**src/design/artd_pkg.sv**
```systemverilog
// ----------------------------------------------------------------------------
// artd_pkg
// Types and constants of the alternating literal/run table decoder.
// ----------------------------------------------------------------------------
package artd_pkg;

	localparam int MAX_RUN_DEF = 64;
	localparam logic [16:0] TABLE_DEPTH = 17'd65536;

	// configuration register indexes
	localparam int CFG_IDX_W = 1;
	localparam int CFG_DATA_W = 17;
	localparam logic [CFG_IDX_W-1:0] CFG_WORDS_PER_ELEMENT = 1'b0;
	localparam logic [CFG_IDX_W-1:0] CFG_TOTAL_ENTRIES = 1'b1;

	// word phase codes
	localparam logic [1:0] PH_COUNT = 2'd0;
	localparam logic [1:0] PH_TYPE = 2'd1;
	localparam logic [1:0] PH_VALUE = 2'd2;

	localparam logic [1:0] WPE_TWO = 2'd2;

	typedef struct packed {
		logic action;
		logic signed [31:0] stream_word;
	} in_t;

	typedef struct packed {
		logic signed [31:0] entry_type;
		logic signed [31:0] entry_value;
		logic [15:0] entry_index;
		logic last;
		logic table_done;
		logic run_clamped;
	} out_t;

	// result handed from the sequencer to the output register
	typedef struct packed {
		logic vld;
		out_t res;
	} emit_t;

	typedef enum logic [1:0] {
		ST_IDLE = 2'b01,
		ST_RUN = 2'b10
	} state_t;

endpackage

```
**src/design/artd_oreg.sv**
```systemverilog
// ----------------------------------------------------------------------------
// artd_oreg
// Output register: holds one result word until the consumer takes it.
// ----------------------------------------------------------------------------
module artd_oreg (
	input  logic clk,
	input  logic arst_n,
	input  artd_pkg::emit_t emit,
	output logic free,
	output logic out_valid,
	input  logic out_ready,
	output artd_pkg::out_t out_data
);

	logic vld_q;
	artd_pkg::out_t data_q;

	assign free = !vld_q || out_ready;
	assign out_valid = vld_q;
	assign out_data = data_q;

	always_ff @(posedge clk or negedge arst_n) begin
		if (!arst_n) begin
			vld_q <= 1'b0;
		end else if (free) begin
			vld_q <= emit.vld;
		end
	end

	always_ff @(posedge clk) begin
		if (free && emit.vld) begin
			data_q <= emit.res;
		end
	end

endmodule

```
**src/design/artd_seq.sv**
```systemverilog
// ----------------------------------------------------------------------------
// artd_seq
// Decode sequencer: group/phase tracking, configuration registers and the shared
// index incrementer that also expands a run, one element per cycle unless stalled.
// ----------------------------------------------------------------------------
module artd_seq #(
	parameter int MAX_RUN = artd_pkg::MAX_RUN_DEF
) (
	input  logic clk,
	input  logic arst_n,
	input  logic in_valid,
	output logic in_ready,
	input  artd_pkg::in_t in_data,
	input  logic cfg_we,
	input  logic [artd_pkg::CFG_IDX_W-1:0] cfg_index,
	input  logic [artd_pkg::CFG_DATA_W-1:0] cfg_data,
	input  logic free,
	output artd_pkg::emit_t emit
);

	localparam int RUN_W = $clog2(MAX_RUN + 1);

	artd_pkg::state_t state_q;
	logic [1:0] wpe_q;
	logic [16:0] total_q;
	logic mode_q;
	logic [1:0] phase_q;
	logic [30:0] rem_q;
	logic [16:0] idx_q;
	logic signed [31:0] held_q;
	logic [RUN_W-1:0] cnt_q;
	logic signed [31:0] rtype_q;
	logic signed [31:0] rval_q;
	logic rclamp_q;

	logic [16:0] lim;
	logic two;
	logic [1:0] elem_phase;
	logic [16:0] idx_nxt;
	logic done_nxt;
	logic in_acc;
	logic [30:0] cnt_word;
	logic signed [31:0] cur_type;
	logic clamp;
	logic run_last;

	assign lim = (total_q > artd_pkg::TABLE_DEPTH) ? artd_pkg::TABLE_DEPTH : total_q;
	assign two = (wpe_q == artd_pkg::WPE_TWO);
	assign elem_phase = two ? artd_pkg::PH_TYPE : artd_pkg::PH_VALUE;
	// shared incrementer and limit compare
	assign idx_nxt = idx_q + 17'd1;
	assign done_nxt = (idx_nxt >= lim);
	assign in_ready = (state_q == artd_pkg::ST_IDLE) && free;
	assign in_acc = in_valid && in_ready;
	assign cnt_word = in_data.stream_word[31] ? 31'd0 : in_data.stream_word[30:0];
	assign cur_type = two ? held_q : 32'sd0;
	assign clamp = (rem_q > 31'(MAX_RUN));
	assign run_last = (cnt_q == RUN_W'(1)) || done_nxt;

	always_comb begin
		emit = '0;
		unique case (state_q)
			artd_pkg::ST_IDLE: begin
				if (in_acc && !in_data.action) begin
					if (idx_q >= lim) begin
						// word after completion: status word only
						emit.vld = 1'b1;
						emit.res.entry_index = idx_q[16] ? 16'hFFFF : idx_q[15:0];
						emit.res.last = 1'b1;
						emit.res.table_done = 1'b1;
					end else if (phase_q != artd_pkg::PH_COUNT && phase_q != artd_pkg::PH_TYPE
						&& !mode_q) begin
						emit.vld = 1'b1;
						emit.res.entry_type = cur_type;
						emit.res.entry_value = in_data.stream_word;
						emit.res.entry_index = idx_q[15:0];
						emit.res.last = 1'b1;
						emit.res.table_done = done_nxt;
					end
				end
			end
			artd_pkg::ST_RUN: begin
				if (free) begin
					emit.vld = 1'b1;
					emit.res.entry_type = rtype_q;
					emit.res.entry_value = rval_q;
					emit.res.entry_index = idx_q[15:0];
					emit.res.last = run_last;
					emit.res.table_done = done_nxt;
					emit.res.run_clamped = rclamp_q;
				end
			end
			default: begin
				emit = '0;
			end
		endcase
	end

	always_ff @(posedge clk or negedge arst_n) begin
		if (!arst_n) begin
			wpe_q <= 2'd1;
			total_q <= '0;
		end else if (cfg_we) begin
			unique case (cfg_index)
				artd_pkg::CFG_WORDS_PER_ELEMENT: wpe_q <= cfg_data[1:0];
				artd_pkg::CFG_TOTAL_ENTRIES: total_q <= cfg_data;
				default: ;
			endcase
		end
	end

	always_ff @(posedge clk or negedge arst_n) begin
		if (!arst_n) begin
			state_q <= artd_pkg::ST_IDLE;
			mode_q <= 1'b0;
			phase_q <= artd_pkg::PH_COUNT;
			rem_q <= '0;
			idx_q <= '0;
			held_q <= '0;
			cnt_q <= '0;
		end else begin
			unique case (state_q)
				artd_pkg::ST_IDLE: begin
					if (in_acc) begin
						if (in_data.action) begin
							mode_q <= 1'b0;
							phase_q <= artd_pkg::PH_COUNT;
							rem_q <= '0;
							idx_q <= '0;
							held_q <= '0;
						end else if (idx_q >= lim) begin
							// ignored word
						end else if (phase_q == artd_pkg::PH_COUNT) begin
							rem_q <= cnt_word;
							if (!mode_q && cnt_word == 31'd0) begin
								mode_q <= 1'b1;
							end else begin
								phase_q <= elem_phase;
							end
						end else if (phase_q == artd_pkg::PH_TYPE) begin
							held_q <= in_data.stream_word;
							phase_q <= artd_pkg::PH_VALUE;
						end else if (!mode_q) begin
							idx_q <= idx_nxt;
							rem_q <= rem_q - 31'd1;
							if (rem_q == 31'd1) begin
								mode_q <= 1'b1;
								phase_q <= artd_pkg::PH_COUNT;
							end else begin
								phase_q <= elem_phase;
							end
						end else begin
							// run element: expand over the following cycles
							cnt_q <= clamp ? RUN_W'(MAX_RUN) : rem_q[RUN_W-1:0];
							rem_q <= '0;
							mode_q <= 1'b0;
							phase_q <= artd_pkg::PH_COUNT;
							if (rem_q != 31'd0) begin
								state_q <= artd_pkg::ST_RUN;
							end
						end
					end
				end
				artd_pkg::ST_RUN: begin
					if (free) begin
						idx_q <= idx_nxt;
						cnt_q <= cnt_q - RUN_W'(1);
						if (run_last) begin
							state_q <= artd_pkg::ST_IDLE;
						end
					end
				end
				default: begin
					state_q <= artd_pkg::ST_IDLE;
				end
			endcase
		end
	end

	always_ff @(posedge clk) begin
		if (in_acc && phase_q == artd_pkg::PH_VALUE && mode_q) begin
			rtype_q <= cur_type;
			rval_q <= in_data.stream_word;
			rclamp_q <= clamp;
		end
	end

endmodule

```
**src/design/alternating_rle_table_decoder.sv**
```systemverilog
// ----------------------------------------------------------------------------
// alternating_rle_table_decoder
// Literal/run table decoder: count, type and value words in, table elements
// out with their index, stopping at the configured total.
// ----------------------------------------------------------------------------
// Count, type and literal words can be taken back to back; a literal result is
// registered at acceptance and shows on the next cycle.
// A run element expands into n elements (n = elements emitted, at most MAX_RUN):
// the shared index incrementer emits one element per cycle, input not ready.
// Output stalls hold the block. Reset (arst_n low) clears decode state,
// sets words_per_element to 1 and total_entries to 0.
module alternating_rle_table_decoder #(
	parameter int MAX_RUN = artd_pkg::MAX_RUN_DEF
) (
	input  logic clk,
	input  logic arst_n,
	input  logic in_valid,
	output logic in_ready,
	input  artd_pkg::in_t in_data,
	output logic out_valid,
	input  logic out_ready,
	output artd_pkg::out_t out_data,
	input  logic cfg_we,
	input  logic [artd_pkg::CFG_IDX_W-1:0] cfg_index,
	input  logic [artd_pkg::CFG_DATA_W-1:0] cfg_data
);

	artd_pkg::emit_t emit;
	logic free;

	artd_seq #(
		.MAX_RUN(MAX_RUN)
	) u_seq (
		.clk(clk),
		.arst_n(arst_n),
		.in_valid(in_valid),
		.in_ready(in_ready),
		.in_data(in_data),
		.cfg_we(cfg_we),
		.cfg_index(cfg_index),
		.cfg_data(cfg_data),
		.free(free),
		.emit(emit)
	);

	artd_oreg u_oreg (
		.clk(clk),
		.arst_n(arst_n),
		.emit(emit),
		.free(free),
		.out_valid(out_valid),
		.out_ready(out_ready),
		.out_data(out_data)
	);

endmodule

```
**config.mk**
```make
export PLATFORM = sky130hd
export DESIGN_NAME = alternating_rle_table_decoder
export DESIGN_NICKNAME = d
export VERILOG_FILES = /design/src/design/artd_pkg.sv /design/src/design/artd_oreg.sv /design/src/design/artd_seq.sv /design/src/design/alternating_rle_table_decoder.sv
export SDC_FILE = /design/constraint.sdc
export NUM_CORES = 1
export LEC_CHECK = 0
export BUFFER_PORTS_ARGS = -buffer_cell sky130_fd_sc_hd__buf_2
export CAP_MARGIN = 10
export CORE_MARGIN = 3
export CORE_UTILIZATION = 39
export CTS_BUF_LIST = sky130_fd_sc_hd__clkbuf_8
export DETAILED_ROUTE_END_ITERATION = 7
export MAX_ROUTING_LAYER = met4
export PLACE_DENSITY_LB_ADDON = 0.08
export SLEW_MARGIN = 20
export SYNTH_ARGS = -nofsm -noshare
export SYNTH_HDL_FRONTEND = slang
export SYNTH_SLANG_ARGS = --single-unit
```
**constraint.sdc**
```tcl
create_clock -name clk -period 6.4 [get_ports clk]
set_input_delay 0.32 -clock clk [delete_from_list [all_inputs] [get_ports clk]]
set_output_delay 0.32 -clock clk [all_outputs]
set_load 0.005 [all_outputs]
```
After elaboration in Yosys (flattened, before gate mapping)
Index checks and enable logic that the tools add are counted.
{"block": "word_totals", "ff_bits": 260, "inputBits": 56, "output_inout_bits": 85, "word_cells": 145}
{"block": "op_classes", "addsub": 3, "order_cmp": 4, "n_eq_ne": 26, "mux": 62, "bitwise": 1, "reduce_logical": 30}
{"op": "2-to-1 mux 31 bit", "n": 6}
{"op": "2-to-1 mux 83 bit", "n": 2}
{"op": "case mux 83 bit (2 select lines)", "n": 1}
{"op": "2-to-1 mux 32 bit", "n": 5}
{"op": "2-to-1 mux 17 bit", "n": 8}
{"op": "2-to-1 mux 84 bit", "n": 1}
{"op": "2-to-1 mux 64 bit", "n": 1}
{"op": "2-to-1 mux 7 bit", "n": 8}
{"op": "greater-or-equal comparator 17 bit", "n": 2}
{"op": "2-to-1 mux 2 bit", "n": 17}
{"op": "case mux 17 bit (2 select lines)", "n": 1}
{"op": "== test 31 x 1 -> 1 bit (second input constant)", "n": 1}
{"op": "> comparator 31 x 7 -> 1 bit (second input constant)", "n": 1}
{"op": "zero test 31 bit", "n": 1}
{"op": "nonzero test 31 bit", "n": 1}
{"op": "subtractor 31 x 1 -> 31 bit (second input constant)", "n": 1}
{"op": "2-to-1 mux 18 bit", "n": 1}
{"op": "inequality test 3 bit (second input constant)", "n": 6}
{"op": "adder 17 x 1 -> 17 bit (second input constant)", "n": 1}
{"op": "> comparator 17 bit (second input constant)", "n": 1}
{"op": "2-to-1 mux 16 bit", "n": 1}
{"op": "inequality test 2 bit (second input constant)", "n": 7}
{"op": "case mux 7 bit (2 select lines)", "n": 1}
{"op": "inequality test 2 x 1 -> 1 bit (second input constant)", "n": 5}
{"op": "other kinds (19)", "n": 46}

Logic depth before layout (Yosys ltp)
{"block": "depth", "word_depth": 9, "ltp_mapped": 14, "depth_no_buf": 14}

Hierarchy
A second synthesis with hierarchy kept.
{"block": "hier_totals", "hier_cells": 1084, "hier_area_um2": 12415.7}
{"mod": "artd_seq", "n_inst": 1, "cells_per_inst": 997, "area_per_inst_um2": 9869.5, "seq_area_each_um2": 4732.0}
{"mod": "artd_oreg", "n_inst": 1, "cells_per_inst": 87, "area_per_inst_um2": 2546.2, "seq_area_each_um2": 2517.4}

Worst setup path after synthesis
OpenSTA, ideal clock, no wires.
{"block": "synth_timing", "path_type": "reg-to-reg", "from": "register u_seq.state_q[0]", "to": "register u_seq.rclamp_q (enable)", "setup_ps": 568, "arrival_time_ps": 5508, "required_time_ps": 5832, "slack_ps": 324, "stages_incl_launch_ff": 5, "n_path_buf": 1, "synth_period_minus_slack_ps": 6076, "path_cell_list": "dfstp_2 ha_1 buf_2 nand3_1 nor3_1"}
{"block": "synth_via", "elab_chain_cells": 5}
{"item": "start, declared", "line": "artd_seq.sv:23", "text": "artd_pkg::state_t state_q;"}
{"item": "start signal, assigned", "line": "artd_seq.sv:114", "text": "state_q <= artd_pkg::ST_IDLE;"}
{"item": "start signal, assigned", "line": "artd_seq.sv:159", "text": "state_q <= artd_pkg::ST_RUN;"}
{"item": "start signal, assigned", "line": "artd_seq.sv:169", "text": "state_q <= artd_pkg::ST_IDLE;"}
{"item": "== test 2 x 1 -> 1 bit", "line": "artd_seq.sv:53", "text": "assign in_ready = (state_q == artd_pkg::ST_IDLE) && free;"}
{"item": "logical AND 1 bit", "line": "artd_seq.sv:53"}
{"item": "logical AND 1 bit", "line": "artd_seq.sv:54", "text": "assign in_acc = in_valid && in_ready;"}
{"item": "logical AND 1 bit (2 in series)", "line": "artd_seq.sv:181", "text": "if (in_acc && phase_q == artd_pkg::PH_VALUE && mode_q) begin"}
{"item": "end signal, assigned", "line": "artd_seq.sv:184", "text": "rclamp_q <= clamp;"}
{"item": "end, declared", "line": "artd_seq.sv:34", "text": "logic rclamp_q;"}
No other way between the ends.
A chain may end at the register's enable or synchronous reset.

Final worst setup path
{"block": "layout_timing", "from": "register u_seq.total_q[7]", "to": "register u_oreg.data_q, in the netlist u_oreg.out_data[37] (enable)"}
{"block": "layout_via", "elab_chain_cells": 7}
{"item": "start, declared", "line": "artd_seq.sv:25", "text": "logic [16:0] total_q;"}
{"item": "start signal, assigned", "line": "artd_seq.sv:106", "text": "artd_pkg::CFG_TOTAL_ENTRIES: total_q <= cfg_data;"}
{"item": "> comparator 17 bit", "line": "artd_seq.sv:47", "text": "assign lim = (total_q > artd_pkg::TABLE_DEPTH) ? artd_pkg::TABLE_DEPTH : total_q;"}
{"item": "2-to-1 mux 17 bit *", "line": "artd_seq.sv:47"}
{"item": "greater-or-equal comparator 17 bit *", "line": "artd_seq.sv:65", "text": "if (idx_q >= lim) begin"}
{"item": "2-to-1 mux 1 bit *", "line": "artd_seq.sv:65"}
{"item": "2-to-1 mux 83 bit *", "line": "artd_seq.sv:64", "text": "if (in_acc && !in_data.action) begin"}
{"item": "case mux 83 bit (2 select lines) *", "line": "artd_seq.sv:62", "text": "unique case (state_q)"}
{"item": "logical AND 1 bit *", "line": "artd_oreg.sv:31", "text": "if (free && emit.vld) begin"}
{"item": "end signal, assigned", "line": "artd_oreg.sv:32", "text": "data_q <= emit.res;"}
{"item": "end, declared", "line": "artd_oreg.sv:16", "text": "artd_pkg::out_t data_q;"}
Every way passes the cells marked *; elsewhere a longest branch is shown, timed or not.

==> impl_metrics.yaml <==
grt:
  use_met2_pct: 29.2
  grt_pass1_vias: 8872
  grt_use_total_pct: 21.1
  grt-ovfl-total: 0
  grt_pass1_wl_mm: 54.1
  top_usage_layer: "met1"
  use_met1_pct: 32.8
  antenna_found_initial: 0
  use_met3_pct: 3.28
  grt_start_max_net_pins: 65
synthesis:
  synthAdderAreaFrac_pct: 4.16
  ys.flop_type: "edfxtp_1"
  synth_top_area_cell: "edfxtp_1"
  synth_top_family_by_area: "compound AO/OA/AOI/OAI gates"
  synth_edf_count: 148
  synth_top_cells_by_count: "edfxtp_1, dfrtp_1, nor2_1"
  ys_seq_area_share_pct: 58.9
  synth.top_cell.area_share_pct: 36.1
  yosys.area_share.simple_pct: 13.3
  syn_area_um2: 12300
  ys_ff_latch: 260
  yosysWarnings: 0
  yosys-mux-area-fraction_pct: 2.14
  yosys-top-cells-area: "edfxtp_1, dfrtp_1, a22o_1"
  async_flop_share_pct: 43.1
  yosysUniqueCellTypes: 70
  synthMostInstantiatedCell: "edfxtp_1"
  netlist_instances: 1050
  syn-num-nets: 1147
  syn_avg_cell_area_um2: 11.7
  synth-xor-area-share_pct: 1.41
  synth_compound_area_share_pct: 17.7
timing:
  rsz0062_at_grt: "no"
  hold_viol_final: 0
  period_minus_slack_ns: 4.15
  drv_slew: 0
  fmax_ghz: 0.241
  skew_ns: 0.0239
  period_share_pct: 64.9
  setup_tns_ns: 0
  setup_viol: 0
  worst_pin_slew_ns: 1.04
  slew_headroom_pct: 30.3
  layout_setup_ws_ns: 2.25
pwr:
  p_leak_nw: 6.08
  power.total_mw: 5.67
  vdd_ir_drop_max_v: 0.000224
  p_per_area_nw_per_um2: 389
detailed_routing:
  dr.pass1.iters: 5
  viasPerCell: 5.56
  drc_errors: 0
  drt_wl_total_mm: 34.7
  ant_nets: 0
  vias: 9167
  drtIter0Drc: 817
  wire_per_inst_um: 21.1
critical_path:
  cp_max_fo: 34
  end_kind: "flip-flop"
  cp.required_ns: 6.59
  crit_arrival_ns: 4.34
  crit_slowest_cell: "a21oi_4"
  crit_path_cell_trace: "nor4_1 -> a41o_1 -> nand2_1 -> ha_1 -> nand4_1 -> nor3_2 -> o311ai_2 -> nand3_2 -> o21ai_1 -> a21oi_4 -> buf_4"
  reg2reg_slack_ns: 2.25
  critPathKind: "reg2reg"
  cp_slowest_stage_delay_ns: 0.66
  start_kind: "flip-flop"
floorplanning:
  die_y_um: 184
  pin_count: 141
  core_um2: 30800
  rows: 64
  die_w_um: 184
  dieArea_um2: 33700
  start_util_pct: 40.0
cells_and_area:
  fin_util_pct: 47.3
  diodes: 0
  area_growth_pct: 18.4
  drive_above_1_share_pct: 21.8
  final_cells: 1648
  final_nets: 1312
clock_tree:
  cts_root_buffer: "clkbuf_8"
  clock-sinks: 260
  htreeDepth: 2
  clk_path_buf_depth: 3
  clkTransAtPathRegs_ns: 0.06
  cts_tree: "built"
  clock_latency_ns: 0.57
  cts_made_buffers: 46
placed_design:
  post-place-ws_ns: 2.19
  hpwl_mm: 23.0
  portBuffers: 140
  dpl.cell_count: 1544
  gp_congestion: 0.860
run_status:
  status: "finished clean"
job:
  max_cap_violations: 0
min_path:
  hold_path_class: "in2reg"
==> through the flow <==
step	area (µm²)	hold WS, ns
after global placement	13400	0.315
after CTS	14600	0.00278
final	14600	0.0518
after floorplan	12300	0.0244
after detailed placement	13400	0.318
after global routing	14600	0.0213
==> what timing repair did <==
item                                    4_1_cts  5_1_grt
setup buffers                                 0        0
endpoints found under the hold margin        49        1
hold buffers                                 18        1
resized for setup                             0        0
endpoints found under the setup margin        0        0
==> power breakdown <==
part           internal [mW]  total (mW)  switching (mW)
clock                  0.843        1.54           0.699
sequential              2.07        2.30           0.229
combinational          0.607        1.83            1.22
==> placed cells by master, fill, tap and decap left out, types with 20 or more instances in the layout <==
cell type  Yosys  final
edfxtp_1     148    148
nor3_1        22     20
a21oi_1       40     40
nand2_1       72     72
buf_2         14    139
a22oi_1       42     42
ha_1          41     41
dfrtp_1      110    110
nor2_1        94     90
a22o_1        64     64
o21ai_0       65     65
clkbuf_8       0     56
and2_1        44     44
inv_1         16     33
==> routing by layer <==
layer	wire [µm]	share of wire [%]
met1	17500	51
met2	14800	43
met3	1860	5.3
met4	501	1.4
met5	0	0
==> cell type report <==
cell class | count | area [µm²]
sequential | 260 | 7250
tap | 396 | 495
clock buffer | 56 | 771
clock inverter | 29 | 175
timing repair buffer | 172 | 991
multi-input combinational | 718 | 4840
inverter | 17 | 63.8
fill | 2865 | 16200
==> kinds of logic (layout without fill, tap and decap cells) <==
group | Yosys count | in the layout
xor gates and xnor gates | 19 | 19
and+or+nand+nor | 325 | 325
muxes | 24 | 24
DFF | 260 | 260
AOI/OAI and AO/OA | 309 | 309
adders and majority gates | 41 | 41
buffers and inverters | 72 | 274
==> worst paths after layout <==
kind | startpoint | end | cells past startpoint
max in group asynchronous | arst_n | u_seq.rem_q[1] | 3
worst max-delay path | u_seq.total_q[7] | u_oreg.out_data[37] | 11
worst min-delay path | in_data[12] | u_seq.rval_q[12] | 1
min in group asynchronous | arst_n | u_seq.total_q[8] | 2
worst min register to register | u_seq.rem_q[18] | u_seq.rem_q[18] | 2
worst max register to register | u_seq.total_q[7] | u_oreg.out_data[37] | 11
==> state kept, by name, summed over array words and instances (netlist names) <==
signal,flops
u_seq.rval_q,32
u_seq.rclamp_q,1
u_seq.mode_q,1
u_seq.state_q,2
u_oreg.out_valid,1
u_seq.phase_q,2
u_seq.rtype_q,32
u_seq.idx_q,17
u_seq.rem_q,31
u_seq.held_q,32
u_seq.total_q,17
u_seq.wpe_q,2
u_seq.cnt_q,7
u_oreg.out_data,83
==> critical path, delay by kind of cell, from the launching register on <==
family | cells | cell delay [ns]
DFF | 1 | 0.39
AOI/OAI and AO/OA | 4 | 1.41
and+or+nand+nor | 5 | 1.06
adders and majority gates | 1 | 0.32
buffers and inverters | 1 | 0.57
No activity file was read; power rests on OpenSTA's default activity.
